### config.mk
export PLATFORM = sky130hd
export DESIGN_NAME = qsv_queue
export DESIGN_NICKNAME = d
export VERILOG_FILES = /design/src/design/qsv_pkg.sv /design/src/design/qsv_queue.sv
export SDC_FILE = /design/constraint.sdc
export NUM_CORES = 1
export LEC_CHECK = 0
export BUFFER_PORTS_ARGS = -buffer_cell sky130_fd_sc_hd__buf_4
export CORE_ASPECT_RATIO = 0.6
export CORE_MARGIN = 1.5
export CORE_UTILIZATION = 45
export DETAILED_ROUTE_END_ITERATION = 8
export PLACE_DENSITY = 0.78
export SLEW_MARGIN = 0
export SYNTH_ARGS = -nofsm -noshare
export SYNTH_HDL_FRONTEND = slang
export SYNTH_SLANG_ARGS = --single-unit
export TNS_END_PERCENT = 30
### constraint.sdc
create_clock -name clk -period 14.75 [get_ports clk]
set_clock_uncertainty 0.15 [all_clocks]
set_input_delay 0.7375 -clock clk [delete_from_list [all_inputs] [get_ports clk]]
set_output_delay 0.7375 -clock clk [all_outputs]
set_load 0.005 [all_outputs]
### src/design/qsv_pkg.sv
package qsv_pkg;

	localparam int unsigned NQ_DEFAULT    = 10;
	localparam int unsigned BATCH_DEFAULT = 16;
	localparam int unsigned PROB_W        = 17;
	localparam int unsigned PROB_MAX      = 65536;
	localparam logic signed [15:0] ONE_Q14 = 16'sd16384;

	typedef enum logic [2:0] {
		OP_RESET = 3'd0,
		OP_MAT   = 3'd1,
		OP_X     = 3'd2,
		OP_Y     = 3'd3,
		OP_Z     = 3'd4,
		OP_CNOT  = 3'd5,
		OP_CZ    = 3'd6,
		OP_QUERY = 3'd7
	} op_t;

	typedef enum logic [3:0] {
		JOB_CLEAR,
		JOB_MAT,
		JOB_X,
		JOB_Y,
		JOB_Z,
		JOB_CNOT,
		JOB_CZ,
		JOB_QUERY,
		JOB_NONE
	} job_kind_t;

	typedef struct packed {
		job_kind_t                kind;
		logic                     status;
		logic [3:0]               tq;
		logic [3:0]               cq;
		logic [9:0]               idx;
		logic signed [7:0][15:0]  m;
	} job_t;

	typedef struct packed {
		logic init;
	} back_stat_t;

	typedef enum logic [3:0] {
		ST_CLR,
		ST_IDLE,
		ST_SCAN,
		ST_RD0,
		ST_RD1,
		ST_LD1,
		ST_PROD,
		ST_SUM,
		ST_WR0,
		ST_WR1,
		ST_QRD,
		ST_QSQ,
		ST_QACC,
		ST_DIV,
		ST_FIN
	} st_t;

	function automatic logic signed [15:0] sat16(input logic signed [19:0] v);
		logic signed [15:0] r;
		if (v > 20'sd32767)
			r = 16'sd32767;
		else if (v < -20'sd32768)
			r = -16'sd32768;
		else
			r = v[15:0];
		return r;
	endfunction

	function automatic logic signed [15:0] neg16(input logic signed [15:0] v);
		logic signed [16:0] n;
		n = -{v[15], v};
		return sat16({{3{n[16]}}, n});
	endfunction

	// Q2.28 sum to Q1.14: add half an LSB, floor shift, saturate.
	function automatic logic signed [15:0] round_q28(input logic signed [33:0] x);
		logic signed [33:0] b;
		b = (x + 34'sd8192) >>> 14;
		return sat16(b[19:0]);
	endfunction

endpackage

### src/design/qsv_queue.sv
module qsv_queue import qsv_pkg::*; (
	input  logic clk,
	input  logic arst_n,
	input  logic push,
	input  job_t push_job,
	output logic full,
	input  logic pop,
	output logic avail,
	output job_t pop_job
);
	job_t       slot_q [2];
	logic       wp_q, rp_q;
	logic [1:0] cnt_q;

	assign full    = cnt_q == 2'd2;
	assign avail   = cnt_q != 2'd0;
	assign pop_job = slot_q[rp_q];

	always_ff @(posedge clk) begin
		if (push)
			slot_q[wp_q] <= push_job;
	end

	always_ff @(posedge clk or negedge arst_n) begin
		if (!arst_n) begin
			wp_q  <= 1'b0;
			rp_q  <= 1'b0;
			cnt_q <= 2'd0;
		end else begin
			if (push)
				wp_q <= !wp_q;
			if (pop)
				rp_q <= !rp_q;
			cnt_q <= cnt_q + 2'(push) - 2'(pop);
		end
	end
endmodule

==> flow_summary_export.csv <==
group,metric,value,unit
yosys,synth_area_leaders,"edfxtp_1 (79%), mux2_4 (11%), mux2_2 (7.0%)",
yosys,synthFlopType,"edfxtp_1",
drt,drt_wl_total,21.9,mm
global_route,grt_pass1_vias,5817,
global_route,grt_overflow,0,
yosys,syn_nets,642,
final_layout,drive_gt1_frac,0.611,
die,die_h,126,um
clock_tree,cts_buffer_depth,3,
worst_setup_path,cp_slowest_cell,"dfrtp_4",
clock_tree,cts_htree_levels,1,
run,maxCapViolations,0,
global_route,grt_pass1_wl,32.8,mm
drt,final_antenna_net_count,0,
drt,via_per_inst,4.85,
global_route,grt_usage,0.163,
timing,slew_headroom,0.317,
worst_setup_path,worstPathCellList,"buf_4 -> buf_4 -> mux2_2 -> buf_4",
die,chipWidth,209,um
yosys,synth.top_cell.area_share,0.794,
clock_tree,cts_hold_buf,1,
die,core_region_area,0.0246,mm2
worst_setup_path,critPathCapture,"pop_job[150]",
power_and_ir_drop,p_seq_frac,0.445,
yosys,ys_warn_count,0,
worst_setup_path,worstRegToRegCells,2,
worst_setup_path,critPathCaptureType,"primary output",
worst_setup_path,arrival,3700,ps
worst_setup_path,slowest_delay,930,ps
final_layout,fin_cells,1154,
clock_tree,postCtsSetupBuffers,0,
power_and_ir_drop,power.leakage,0.00581,uW
worst_setup_path,cp_max_fo,59,
yosys,synth_cell_types,13,
clock_tree,cts_tree,"built",
drt,wire_per_inst,19.0,um
worst_hold_path,hold_class,"primary input to register",
yosys,ys_ff_latch,306,
timing,worst_pin_slew,1020,ps
final_layout,areaGrowthSynthToFinish,30.7,%
clock_tree,clk_latency,530,ps
yosys,synth_top_family_by_area,"multiplexers",
place,io_buffers,307,
yosys,synth-async-reset-ratio,0.0131,
place,dp_hpwl,14.6,mm
run_status,status,"finished, final reports clean",
worst_setup_path,r2r_end,"slot_q[0][0]",
yosys,avgSynthCellArea,23.5,um2
drt,num_vias,5601,
place,place_inst,1103,
worst_setup_path,crit_required,13860,ps
worst_setup_path,crit_top_cell,"buf_4",
global_route,grt_start_max_net_pins,75,
drt,dr.first_iter.drc_count,248,
yosys,yosysTopAreaCell,"edfxtp_1",
global_route,antenna_found_initial,0,
yosys,synth-xor-area-share,0.00362,
power_and_ir_drop,combPwrFrac,0.304,
worst_setup_path,r2r_start,"wp_q",
yosys,synthCells,485,
worst_setup_path,startpoint_type,"register",
timing,tns,0,ps
final_layout,fin_nets,968,
power_and_ir_drop,intPower,2040,uW
timing,fmax,218,MHz
die,io_pins,308,
timing,drv_slew,0,
timing,rsz0062_at_grt,"no",
clock_tree,numCtsBuffers,27,
yosys,synth-compound-area-share,0,
die,start_util,0.465,
die,rows,44,
timing,period_share,0.311,
power_and_ir_drop,total_power,2750,uW
yosys,synth_fa_ha_area_frac,0.00219,
yosys,synth_edf_count,302,
timing,min_period,4580,ps
worst_setup_path,critical_path.startpoint,"rp_q",
power_and_ir_drop,swShare,0.259,
timing,final-setup-viol-count,0,
yosys,synthSimpleGateAreaFrac,0.00219,
final_layout,insertedDiodeCount,0,
power_and_ir_drop,p_sw,712,uW
yosys,yosysMostFrequentCell,"edfxtp_1",
worst_setup_path,r2r_slack,12530,ps
place,gp_congestion,0.730,
worst_setup_path,worst-setup-path-type,"register to primary output",
die,die_area,0.0264,mm2
drt,remaining_drc_errors,0,
clock_tree,post_cts_resized,0,
power_and_ir_drop,irDropWorstVdd,126,uV
power_and_ir_drop,powerDensity,185,mW/mm2
yosys,synthMuxAreaShare,0.175,
clock_tree,clockRootBuffer,"clkbuf_16",
yosys,synth_area,0.0114,mm2
yosys,ys_top_cells_by_count,"edfxtp_1 (302), mux2_4 (80), mux2_2 (71)",
drt,first_pass_iters,4,
timing,hold_violations,0,
clock_tree,clock_sinks,306,
clock_tree,cts.clk_slew.worst_paths,70,ps
yosys,synth-seq-area-share,0.803,
power_and_ir_drop,power_frac_clock,0.251,
==> routing by layer <==
metal	up-vias	part of all wire	global-route usage
li1	2580	-	-
met3	32	0.10	0.0713
met4	0	0.021	0.0401
met1	2765	0.43	0.210
met2	224	0.45	0.258
met5	-	0	0
==> through the flow <==
step	hold WS, ps	utilization	setup slack, ps	instance area [um2]
2_1_floorplan	292	-	6650	11400
3_3_place_gp	378	0.572	10690	14000
3_5_place_dp	395	0.572	10670	14000
4_1_cts	193	0.608	10090	14900
5_1_grt	189	0.608	9950	14900
6_report	228	0.608	10170	14900
==> critical path: cells and delay by family, from the launching register on <==
family / cells / cell delay [ps]
muxes: 1 / 420
buffers and inverters: 3 / 1690
DFF: 1 / 930
==> final cells by class <==
cell class,instances,area [um2]
Clock buffer,33,698
Clock inverter,17,174
Fill cell,1728,9640
Inverter,2,7.51
Multi-Input combinational cell,160,2100
Sequential cell,306,9170
Tap cell,322,403
Timing Repair Buffer,314,2360
==> worst min path at each step <==
stage / depth (start not counted) / to / startpoint / slack (ps)
2_1_floorplan: 0 / cnt_q[0] / arst_n / 290
3_3_place_gp: 1 / wp_q / wp_q / 380
3_5_place_dp: 1 / rp_q / arst_n / 390
4_1_cts: 1 / slot_q[1][79] / push_job[79] / 190
5_1_grt: 1 / slot_q[0][79] / push_job[79] / 190
6_report: 1 / slot_q[0][13] / push_job[13] / 230
==> cell usage in the layout (no fill, tap or decap), drive strengths merged <==
cell type    synthesis  final
and2                 1      1
buf                 17    313
bufinv               0      3
clkbuf               0     33
clkinv               0     10
clkinvlp             0      3
dfrtp                4      4
dlygate4sd3          0      1
edfxtp             302    302
ha                   2      2
inv                  2      3
mux2               151    151
nor2b                2      2
or2                  1      1
xor2                 2      2
xor3                 1      1
==> registers in the layout, indices dropped and copies added (netlist names) <==
register and flops:
slot_q 302, cnt_q 2, rp_q 1, wp_q 1
==> power groups by stage <==
stage,logic [uW],clock network [uW],registers [uW]
after detailed placement,848,0,1240
after global routing,894,745,1240
after global placement,844,0,1230
after CTS,852,708,1230
final,836,692,1220
after floorplan,496,0,1230
==> logic make-up (layout without fill, tap and decap cells) <==
family | after synthesis | after routing
muxes | 151 | 151
xor gates and xnor gates | 3 | 3
buffers and inverters | 19 | 366
adders and majority gates | 2 | 2
and+or+nand+nor | 4 | 4
DFF | 306 | 306
Power figures use the tool's default switching activity.
