**src/design/qsv_pkg.sv**
```systemverilog
package qsv_pkg;

	localparam int unsigned NQ_DEFAULT    = 10;
	localparam int unsigned BATCH_DEFAULT = 16;
	localparam int unsigned PROB_W        = 17;
	localparam int unsigned PROB_MAX      = 65536;
	localparam logic signed [15:0] ONE_Q14 = 16'sd16384;

	typedef enum logic [2:0] {
		OP_RESET = 3'd0,
		OP_MAT   = 3'd1,
		OP_X     = 3'd2,
		OP_Y     = 3'd3,
		OP_Z     = 3'd4,
		OP_CNOT  = 3'd5,
		OP_CZ    = 3'd6,
		OP_QUERY = 3'd7
	} op_t;

	typedef enum logic [3:0] {
		JOB_CLEAR,
		JOB_MAT,
		JOB_X,
		JOB_Y,
		JOB_Z,
		JOB_CNOT,
		JOB_CZ,
		JOB_QUERY,
		JOB_NONE
	} job_kind_t;

	typedef struct packed {
		job_kind_t                kind;
		logic                     status;
		logic [3:0]               tq;
		logic [3:0]               cq;
		logic [9:0]               idx;
		logic signed [7:0][15:0]  m;
	} job_t;

	typedef struct packed {
		logic init;
	} back_stat_t;

	typedef enum logic [3:0] {
		ST_CLR,
		ST_IDLE,
		ST_SCAN,
		ST_RD0,
		ST_RD1,
		ST_LD1,
		ST_PROD,
		ST_SUM,
		ST_WR0,
		ST_WR1,
		ST_QRD,
		ST_QSQ,
		ST_QACC,
		ST_DIV,
		ST_FIN
	} st_t;

	function automatic logic signed [15:0] sat16(input logic signed [19:0] v);
		logic signed [15:0] r;
		if (v > 20'sd32767)
			r = 16'sd32767;
		else if (v < -20'sd32768)
			r = -16'sd32768;
		else
			r = v[15:0];
		return r;
	endfunction

	function automatic logic signed [15:0] neg16(input logic signed [15:0] v);
		logic signed [16:0] n;
		n = -{v[15], v};
		return sat16({{3{n[16]}}, n});
	endfunction

	// Q2.28 sum to Q1.14: add half an LSB, floor shift, saturate.
	function automatic logic signed [15:0] round_q28(input logic signed [33:0] x);
		logic signed [33:0] b;
		b = (x + 34'sd8192) >>> 14;
		return sat16(b[19:0]);
	endfunction

endpackage

```
**src/design/qsv_cmd_if.sv**
```systemverilog
interface qsv_cmd_if;
	logic               valid;
	logic               ready;
	logic [2:0]         op;
	logic [3:0]         target_qubit;
	logic [3:0]         control_qubit;
	logic [9:0]         basis_index;
	logic signed [15:0] m00_re;
	logic signed [15:0] m00_im;
	logic signed [15:0] m01_re;
	logic signed [15:0] m01_im;
	logic signed [15:0] m10_re;
	logic signed [15:0] m10_im;
	logic signed [15:0] m11_re;
	logic signed [15:0] m11_im;

	modport source (output valid, op, target_qubit, control_qubit, basis_index,
		m00_re, m00_im, m01_re, m01_im, m10_re, m10_im, m11_re, m11_im, input ready);
	modport sink (input valid, op, target_qubit, control_qubit, basis_index,
		m00_re, m00_im, m01_re, m01_im, m10_re, m10_im, m11_re, m11_im, output ready);
endinterface

```
**src/design/qsv_front.sv**
```systemverilog
module qsv_front import qsv_pkg::*; #(
	parameter int unsigned NQ = NQ_DEFAULT
) (
	qsv_cmd_if.sink    cmd,
	input  back_stat_t stat,
	input  logic       q_full,
	output logic       q_push,
	output job_t       q_job
);
	logic tq_bad, cq_bad, idx_bad;

	assign tq_bad  = {1'b0, cmd.target_qubit} >= 5'(NQ);
	assign cq_bad  = {1'b0, cmd.control_qubit} >= 5'(NQ);
	assign idx_bad = 32'(cmd.basis_index) >= (32'd1 << NQ);

	// hold off during the power-up clearing pass
	assign cmd.ready = !q_full && !stat.init;
	assign q_push    = cmd.valid && cmd.ready;

	always_comb begin
		q_job.tq     = cmd.target_qubit;
		q_job.cq     = cmd.control_qubit;
		q_job.idx    = cmd.basis_index;
		q_job.m      = {cmd.m11_im, cmd.m11_re, cmd.m10_im, cmd.m10_re,
			cmd.m01_im, cmd.m01_re, cmd.m00_im, cmd.m00_re};
		q_job.status = 1'b0;
		q_job.kind   = JOB_NONE;
		case (op_t'(cmd.op))
			OP_RESET: q_job.kind = JOB_CLEAR;
			OP_MAT:   q_job.kind = JOB_MAT;
			OP_X:     q_job.kind = JOB_X;
			OP_Y:     q_job.kind = JOB_Y;
			OP_Z:     q_job.kind = JOB_Z;
			OP_CNOT:  q_job.kind = JOB_CNOT;
			OP_CZ:    q_job.kind = JOB_CZ;
			OP_QUERY: q_job.kind = JOB_QUERY;
			default:  q_job.kind = JOB_NONE;
		endcase
		case (op_t'(cmd.op))
			OP_MAT, OP_X, OP_Y, OP_Z: q_job.status = tq_bad;
			OP_CNOT, OP_CZ: q_job.status = tq_bad || cq_bad ||
				(cmd.target_qubit == cmd.control_qubit);
			OP_QUERY: q_job.status = idx_bad;
			default:  q_job.status = 1'b0;
		endcase
		// drop bad commands to a status-only job
		if (q_job.status)
			q_job.kind = JOB_NONE;
	end
endmodule

```
**src/flat_wrapper.sv**
```systemverilog
// flat-port wrapper written by rule: the top's interface ports become plain ports
module qsv_front_flat import qsv_pkg::*;
#(
	parameter int unsigned NQ = NQ_DEFAULT
)
  (stat, q_full, q_push, q_job, cmd_valid, cmd_op, cmd_target_qubit, cmd_control_qubit, cmd_basis_index, cmd_m00_re, cmd_m00_im, cmd_m01_re, cmd_m01_im, cmd_m10_re, cmd_m10_im, cmd_m11_re, cmd_m11_im, cmd_ready);
  qsv_cmd_if cmd_i ();
  input  back_stat_t stat;
  input  logic q_full;
  output logic q_push;
  output job_t q_job;
  input wire logic [$bits(cmd_i.valid)-1:0] cmd_valid;
  input wire logic [$bits(cmd_i.op)-1:0] cmd_op;
  input wire logic [$bits(cmd_i.target_qubit)-1:0] cmd_target_qubit;
  input wire logic [$bits(cmd_i.control_qubit)-1:0] cmd_control_qubit;
  input wire logic [$bits(cmd_i.basis_index)-1:0] cmd_basis_index;
  input wire logic [$bits(cmd_i.m00_re)-1:0] cmd_m00_re;
  input wire logic [$bits(cmd_i.m00_im)-1:0] cmd_m00_im;
  input wire logic [$bits(cmd_i.m01_re)-1:0] cmd_m01_re;
  input wire logic [$bits(cmd_i.m01_im)-1:0] cmd_m01_im;
  input wire logic [$bits(cmd_i.m10_re)-1:0] cmd_m10_re;
  input wire logic [$bits(cmd_i.m10_im)-1:0] cmd_m10_im;
  input wire logic [$bits(cmd_i.m11_re)-1:0] cmd_m11_re;
  input wire logic [$bits(cmd_i.m11_im)-1:0] cmd_m11_im;
  output wire logic [$bits(cmd_i.ready)-1:0] cmd_ready;
  assign cmd_i.valid = cmd_valid;
  assign cmd_i.op = cmd_op;
  assign cmd_i.target_qubit = cmd_target_qubit;
  assign cmd_i.control_qubit = cmd_control_qubit;
  assign cmd_i.basis_index = cmd_basis_index;
  assign cmd_i.m00_re = cmd_m00_re;
  assign cmd_i.m00_im = cmd_m00_im;
  assign cmd_i.m01_re = cmd_m01_re;
  assign cmd_i.m01_im = cmd_m01_im;
  assign cmd_i.m10_re = cmd_m10_re;
  assign cmd_i.m10_im = cmd_m10_im;
  assign cmd_i.m11_re = cmd_m11_re;
  assign cmd_i.m11_im = cmd_m11_im;
  assign cmd_ready = cmd_i.ready;
  qsv_front #(.NQ(NQ)) u_core (.cmd(cmd_i), .stat(stat), .q_full(q_full), .q_push(q_push), .q_job(q_job));
endmodule
```
**config.mk**
```make
export PLATFORM = sky130hd
export DESIGN_NAME = qsv_front_flat
export DESIGN_NICKNAME = d
export VERILOG_FILES = /design/src/design/qsv_pkg.sv /design/src/design/qsv_cmd_if.sv /design/src/design/qsv_front.sv /design/src/flat_wrapper.sv
export SDC_FILE = /design/constraint.sdc
export NUM_CORES = 1
export LEC_CHECK = 0
export BUFFER_PORTS_ARGS = -buffer_cell sky130_fd_sc_hd__buf_4
export CORE_AREA = 2 2 119 121
export DETAILED_ROUTE_END_ITERATION = 16
export DIE_AREA = 0 0 121 123
export PLACE_DENSITY = 0.48
export SLEW_MARGIN = 5
export SYNTH_ARGS = -nofsm -noshare
export SYNTH_HDL_FRONTEND = slang
export SYNTH_SLANG_ARGS = --single-unit
```
**constraint.sdc**
```tcl
create_clock -name vclk -period 1.3
set_input_delay 0.13 -clock vclk [all_inputs]
set_output_delay 0.13 -clock vclk [all_outputs]
set_load 0.005 [all_outputs]
```
==> flow_summary_export.csv, run 1 <==
group,metric,value,unit
sta,slew_headroom,78.89,%
route,drt-total-wl,3.056,mm
logic_synthesis,yosys_warnings,0,
logic_synthesis,synth_compound_area_share,4.253,%
logic_synthesis,synth-adder-area-share,0,%
power,p_leak,0.2128,nW
sta,fmax,0.7918,GHz
setup_path,crit_fanout,4,
setup_path,max_stage_delay,350,ps
setup_path,worstPathCellList,"buf_4, xor2_1, nor4_4, o21a_1, buf_4",
finish,finalNonFillerCells,233,
sta,rsz0062_at_grt,"no",
die,die_area,14880,sq um
setup_path,crit_path_top_delay_cell,"nor4_4",
flow_run,cap_violations,0,
sta,final.period_utilization,97.14,%
route,vias,513,
logic_synthesis,avgSynthCellArea,7.397,sq um
finish,n_sequential_cell,0,
route,postRouteAntennaNets,0,
logic_synthesis,syn_nets,323,
worst_hold_path,min_path_type,"input pin to output pin",
setup_path,arrival,1130,ps
logic_synthesis,yosysMostFrequentCell,"buf_4",
power,ir_drop,0.1191,mV
finish,synthToLayoutAreaGrowth,-51.04,%
route,drtIter0Drc,17,
sta,timing.final.hold_violations,0,
die,rows,43,
route,dr.pass1.iters,4,
setup_path,cp.required,1170,ps
placed_design,numPlacedInstances,233,
logic_synthesis,synth_top_family_by_area,"buffers and inverters",
grt,antenna_found_initial,0,
finish,n_clock_buffer,0,
sta,min_period,1263,ps
sta,layout_setup_ws,37.12,ps
grt,grt_overflow,0,
die,io_pins,305,
logic_synthesis,synth_top_area_share,87.24,%
status,outcome,"finished clean",
logic_synthesis,netlist_instances,171,
logic_synthesis,synthXorXnorAreaFrac,2.770,%
finish,antenna_cells,0,
die,start_util,9.293,%
finish,drive_gt1_share,62.26,%
setup_path,worstSetupPathType,"input pin to output pin",
logic_synthesis,synthMuxAreaShare,0,%
sta,worstMarginPinSlew,314.4,ps
placed_design,post-dp-hpwl,2.578,mm
logic_synthesis,syn-cell-area,1265,sq um
grt,grt_max_degree,6,
finish,regArea,0,sq um
logic_synthesis,yosysTopAreaCell,"buf_4",
route,routedWlPerCell,13.12,um
sta,drv_slew,0,
power,power_density,271.6,nW/um^2
finish,fin_nets,207,
placed_design,post-place-ws,-3.494,ps
logic_synthesis,yosysSeqAreaShare,0,%
placed_design,port_buffers,29,
grt,grt_util_all_layers,3.307,%
setup_path,cp_common_cell,"buf_4",
die,coreArea,13610,sq um
route,vias_per_cell,2.202,
sta,fin_setup_tns,0,ps
route,drc,0,
grt,grt_pass1_vias,507,
die,die_w,121,um
grt,grt_pass1_wl,3.539,mm
setup_path,startpoint_type,"input pin",
die,die_y,123,um
setup_path,critPathCaptureType,"output pin",
placed_design,gp_congestion,0.4936,
logic_synthesis,ys_types,15,
logic_synthesis,synthTopCellsByArea,"buf_4 87%, xor2_1 2.8%, nor4_4 1.7%",
logic_synthesis,synth-simple-area-share,4.847,%
sta,setup_viol,0,
logic_synthesis,ys_top_cells_by_count,"147 x buf_4, 4 x xor2_1, 3 x inv_1, 3 x nand3_1, 3 x o22ai_1",
[kinds of logic (layout without fill, tap and decap cells)]
kind of cell	Yosys count	in the layout
xor gates and xnor gates	4	4
buffers and inverters	150	32
and+or+nand+nor	9	9
AOI/OAI and AO/OA	8	8
[final timing paths]
kind / slack, ps / startpoint / endpoint / cells after the start
setup / recovery: 40 / cmd_target_qubit[1] / q_job[150] / 5
hold / removal: 260 / cmd_m11_re[13] / q_job[109] / 0
[placed cells by master, fill, tap and decap left out, drive strengths merged]
| cell type | instances |
|---|---|
| a211oi | 1 |
| nor2 | 1 |
| nor4 | 1 |
| and2 | 1 |
| nand3 | 3 |
| buf | 29 |
| o22ai | 3 |
| nand2 | 1 |
| and3 | 1 |
| nor3 | 1 |
| xor2 | 4 |
| o21ai | 3 |
| o21a | 1 |
| inv | 3 |
[per-layer routing]
layer	vias to the layer above	share of wire, %	GRT usage [%]
li1	147	-	-
met1	166	20	2.278
met2	108	33	3.160
met3	92	22	2.445
met4	0	25	8.358
met5	-	0	0
[what timing repair did]
action	in CTS	in global routing
endpoints found under the hold margin	0	0
buffers inserted	0	0
pin swaps	2	1
gates resized for setup	0	4
setup endpoints to repair	2	5
hold buffers	0	0
[area by class of cell]
cell class | instances | area (sq um)
fillers | 1610 | 12990
multi-input cells | 21 | 161.4
repair buffers | 29 | 221.5
inverters | 3 | 11.26
well taps | 180 | 225.2
[stage by stage]
stage	area [sq um]	utilization, %	total power, mW	hold WS (ps)
floorplan	1265	-	0.4212	291.6
global placement	604.3	4.440	0.1601	260.0
detailed placement	604.3	4.440	0.1637	260.0
CTS	604.3	4.440	0.1645	260.0
global route	619.3	4.550	0.1812	260.0
finish	619.3	4.550	0.1682	260.0
[critical path, delay by kind of cell]
family          cells  cell delay, ps
compound gates      1             210
simple gates        1             350
xor+xnor            1             180
buf+inv             2             260
[power breakdown]
part	internal (mW)	total [mW]	leakage, nW	switching (mW)
logic	0.0916	0.168	0.213	0.0767
clock network	0	0	0	0
registers	0	0	0	0
total	0.0916	0.168	0.213	0.0767
Note: power is estimated with default switching activity, not from simulation.
==> run 2, diff against run 1 <==
--- a/config.mk
+++ b/config.mk
@@ -5,11 +5,11 @@
 export SDC_FILE = /design/constraint.sdc
 export NUM_CORES = 1
 export LEC_CHECK = 0
-export BUFFER_PORTS_ARGS = -buffer_cell sky130_fd_sc_hd__buf_4
-export CORE_AREA = 2 2 119 121
+export CORE_AREA = 2 2 117 119
 export DETAILED_ROUTE_END_ITERATION = 16
-export DIE_AREA = 0 0 121 123
-export PLACE_DENSITY = 0.48
+export DIE_AREA = 0 0 119 121
+export DONT_BUFFER_PORTS = 1
+export PLACE_DENSITY = 0.3
 export SLEW_MARGIN = 5
 export SYNTH_ARGS = -nofsm -noshare
 export SYNTH_HDL_FRONTEND = slang
==> flow_summary_export.csv, run 2 (same netlist as run 1, synthesis figures left out) <==
group,metric,value,unit
placed_design,placed_area,381.6,sq um
sta,min_period,1014,ps
route,drtIter0Drc,6,
grt,antenna_found_initial,0,
worst_hold_path,min_path_type,"input pin to output pin",
setup_path,worstSetupPathType,"input pin to output pin",
placed_design,port_buffers,0,
grt,grt_use_met3,2.162,%
worst_hold_path,hp-start,"cmd_m01_re[6]",
die,coreArea,13090,sq um
route,drt-total-wl,2.048,mm
placed_design,post-dp-hpwl,1.731,mm
sta,slew_headroom,71.21,%
power,ir_drop,0.05118,mV
route,drc,0,
power,internal-power,0.02391,mW
power,total_switching_power,0.03566,mW
setup_path,cp.required,1170,ps
power,power_frac_comb,100.0,%
route,vias,382,
finish,finalInstanceArea,381.6,sq um
sta,timing.final.hold_violations,0,
route,dr.pass1.iters,2,
finish,layout_common_cells,"4 x xor2_1, 3 x inv_1, 3 x nand3_1, 3 x o22ai_1, 2 x o21ai_0",
clock_tree,cts_setup_buffers,0,
die,die_area,14400,sq um
grt,grt_pass1_vias,424,
grt,grt_pass1_wl,2.615,mm
route,postRouteAntennaNets,0,
sta,fmax,0.9862,GHz
placed_design,gp_congestion,0.5985,
power,seq_power_share,0,%
setup_path,critPathCaptureType,"output pin",
grt,grt_overflow,0,
sta,drv_slew,0,
sta,final.period_utilization,78.00,%
sta,rsz0062_at_grt,"no",
die,start_util,9.667,%
finish,drive_gt1_share,8.333,%
finish,n_sequential_cell,0,
power,p_clk_share,0,%
finish,regArea,0,sq um
die,rows,42,
sta,fin_hold_ws,260.0,ps
finish,fin_nets,178,
setup_path,startpoint_type,"input pin",
power,p_leak,0.06798,nW
placed_design,numPlacedInstances,200,
grt,grt_max_degree,6,
grt,grtUsageMet1,0.5966,%
sta,fin_setup_tns,0,ps
setup_path,startpoint,"cmd_control_qubit[0]",
die,die_y,121,um
finish,antenna_cells,0,
route,routedWlPerCell,10.24,um
sta,setup_viol,0,
die,die_w,119,um
finish,synthToLayoutAreaGrowth,-69.83,%
setup_path,crit_fanout,4,
grt,grt_use_met2,3.053,%
clock_tree,ctsHoldBuffers,0,
finish,n_clock_buffer,0,
die,io_pins,305,
finish,final_core_util,2.916,%
setup_path,arrival,880,ps
power,swShare,59.86,%
finish,final_common_cell,"xor2_1",
grt,busiest_layer,"met4",
clock_tree,cts_resized,0,
status,outcome,"finished clean",
power,power_density,156.1,nW/um^2
grt,grt_util_all_layers,2.349,%
sta,worstMarginPinSlew,427.3,ps
route,vias_per_cell,1.910,
flow_run,cap_violations,0,
finish,finalNonFillerCells,200,
run 2: path summary, 6_finish.rpt:
| kind | to | slack [ps] | depth (start not counted) |
|---|---|---|---|
| max | q_job[146] | 290 | 3 |
| min | q_job[38] | 260 | 0 |
run 2: power groups by stage:
stage | combinational (mW) | sequential [mW] | clock [mW]
floorplan | 0.421 | 0 | 0
global placement | 0.0608 | 0 | 0
detailed placement | 0.0605 | 0 | 0
CTS | 0.0605 | 0 | 0
global route | 0.0675 | 0 | 0
finish | 0.0596 | 0 | 0
run 2: worst max-delay path, cell delays in order:
cell and delay (ps):
xor2_1 160, nor4_4 350, o21a_1 240
run 2: layer usage:
metal	vias to the layer above	share of wire, %
met1	120	10
li1	88	-
met3	82	26
met2	92	40
met4	0	25
met5	-	0
run 2: area by class of cell:
type / instances / area [sq um]
tap: 176 / 220.2
multi-input combinational: 21 / 150.1
fill: 1557 / 12700
inverter: 3 / 11.26
run 2: per-stage QoR:
step	worst slack, ps	total power, mW
final	286.0	0.05956
after global routing	167.8	0.06755
after CTS	269.8	0.06055
after detailed placement	266.4	0.06051
after global placement	282.5	0.06080
after floorplan	246.4	0.4212
==> run 3, diff against run 2 <==
--- a/config.mk
+++ b/config.mk
@@ -5,9 +5,9 @@
 export SDC_FILE = /design/constraint.sdc
 export NUM_CORES = 1
 export LEC_CHECK = 0
-export CORE_AREA = 2 2 117 119
+export CORE_AREA = 2 2 120 122
 export DETAILED_ROUTE_END_ITERATION = 16
-export DIE_AREA = 0 0 119 121
+export DIE_AREA = 0 0 122 124
 export DONT_BUFFER_PORTS = 1
 export PLACE_DENSITY = 0.3
 export SLEW_MARGIN = 5
==> constraint.sdc (replaced) <==
create_clock -name vclk -period 0.9
set_input_delay 0.09 -clock vclk [all_inputs]
set_output_delay 0.09 -clock vclk [all_outputs]
set_load 0.005 [all_outputs]
==> flow_summary_export.csv, run 3 (same netlist as run 1, synthesis figures left out) <==
group,metric,value,unit
status,outcome,"finished clean",
grt,grt_max_degree,6,
sta,setup_viol,0,
sta,timing.final.hold_violations,0,
finish,n_sequential_cell,0,
finish,regArea,0,sq um
route,postRouteAntennaNets,0,
finish,fin_nets,180,
grt,grt_pass1_vias,438,
power,power_density,252.0,nW/um^2
route,vias_per_cell,1.816,
placed_design,gp_congestion,0.5435,
grt,antenna_found_initial,0,
finish,layout_common_cells,"3 x inv_1, 3 x nand3_1, 3 x o22ai_1",
sta,min_period,897.2,ps
finish,final_core_util,3.155,%
placed_design,placed_area,420.4,sq um
die,io_pins,305,
flow_run,cap_violations,0,
finish,antenna_cells,0,
setup_path,cp.required,810,ps
route,drtIter0Drc,4,
grt,grt_pass1_wl,3.249,mm
sta,fin_setup_tns,0,ps
placed_design,post-dp-hpwl,2.349,mm
route,drt-total-wl,2.720,mm
setup_path,crit_fanout,3,
sta,final.period_utilization,99.69,%
clock_tree,ctsHoldBuffers,0,
grt,grt_overflow,0,
clock_tree,cts_setup_buffers,0,
sta,slew_headroom,80.43,%
sta,worstMarginPinSlew,293.1,ps
placed_design,post-place-ws,-74.36,ps
worst_hold_path,hp-start,"cmd_m11_im[4]",
die,die_w,122,um
sta,drv_slew,0,
grt,grt_util_all_layers,3.153,%
worst_hold_path,min_path_type,"input pin to output pin",
die,start_util,9.220,%
finish,drive_gt1_share,30.77,%
route,drc,0,
die,die_y,124,um
sta,fmax,1.115,GHz
placed_design,numPlacedInstances,206,
power,p_leak,0.08419,nW
finish,finalInstanceArea,432.9,sq um
route,vias,374,
power,ir_drop,0.06736,mV
die,die_area,15130,sq um
placed_design,port_buffers,0,
setup_path,startpoint,"cmd_target_qubit[2]",
sta,fin_hold_ws,180.0,ps
finish,fillers,1645,
finish,synthToLayoutAreaGrowth,-65.78,%
route,dr.pass1.iters,4,
setup_path,arrival,810,ps
setup_path,startpoint_type,"input pin",
setup_path,worstSetupPathType,"input pin to output pin",
sta,rsz0062_at_grt,"yes",
finish,finalNonFillerCells,206,
finish,n_clock_buffer,0,
power,finalPower,0.1091,mW
die,coreArea,13720,sq um
setup_path,critPathCaptureType,"output pin",
route,routedWlPerCell,13.20,um
sta,layout_setup_ws,2.801,ps
die,rows,43,
## run 3: cell types whose count changed in the layout (fill, tap and decap cells not counted), sizes merged
| cell | change |
|---|---|
| buf | +2 |
## run 3: cell type report
| type | count | area, sq um | area share (%) |
|---|---|---|---|
| repair buffers | 2 | 15.01 | 3.468 |
| well taps | 180 | 225.2 | 52.02 |
| inverters | 3 | 11.26 | 2.601 |
| multi-input cells | 21 | 181.4 | 41.91 |
## run 3: path summary, 6_finish.rpt
kind / end / slack (ps) / cells after the start
min: q_job[116] / 180 / 0
max: q_job[150] / 3 / 3
## run 3: routing by layer
layer	vias to the layer above	track usage, %	share of wire, %
met2	86	4.888	42
met3	72	1.786	21
met4	0	8.190	27
met1	124	0.9330	9.7
li1	92	-	-
met5	-	0	0
## run 3: what timing repair did
item	4_1_cts	5_1_grt
endpoints found under the setup margin	5	5
pin swaps	1	1
gates resized for setup	2	1
## run 3: critical path, stage by stage
cell and delay, ps:
xor2_4 160, nor4_4 300, o21a_2 250
## run 3: where the power goes
group          switching, mW  internal [mW]
Clock                      0              0
Sequential                 0              0
Combinational         0.0602         0.0488
Total                 0.0602         0.0488
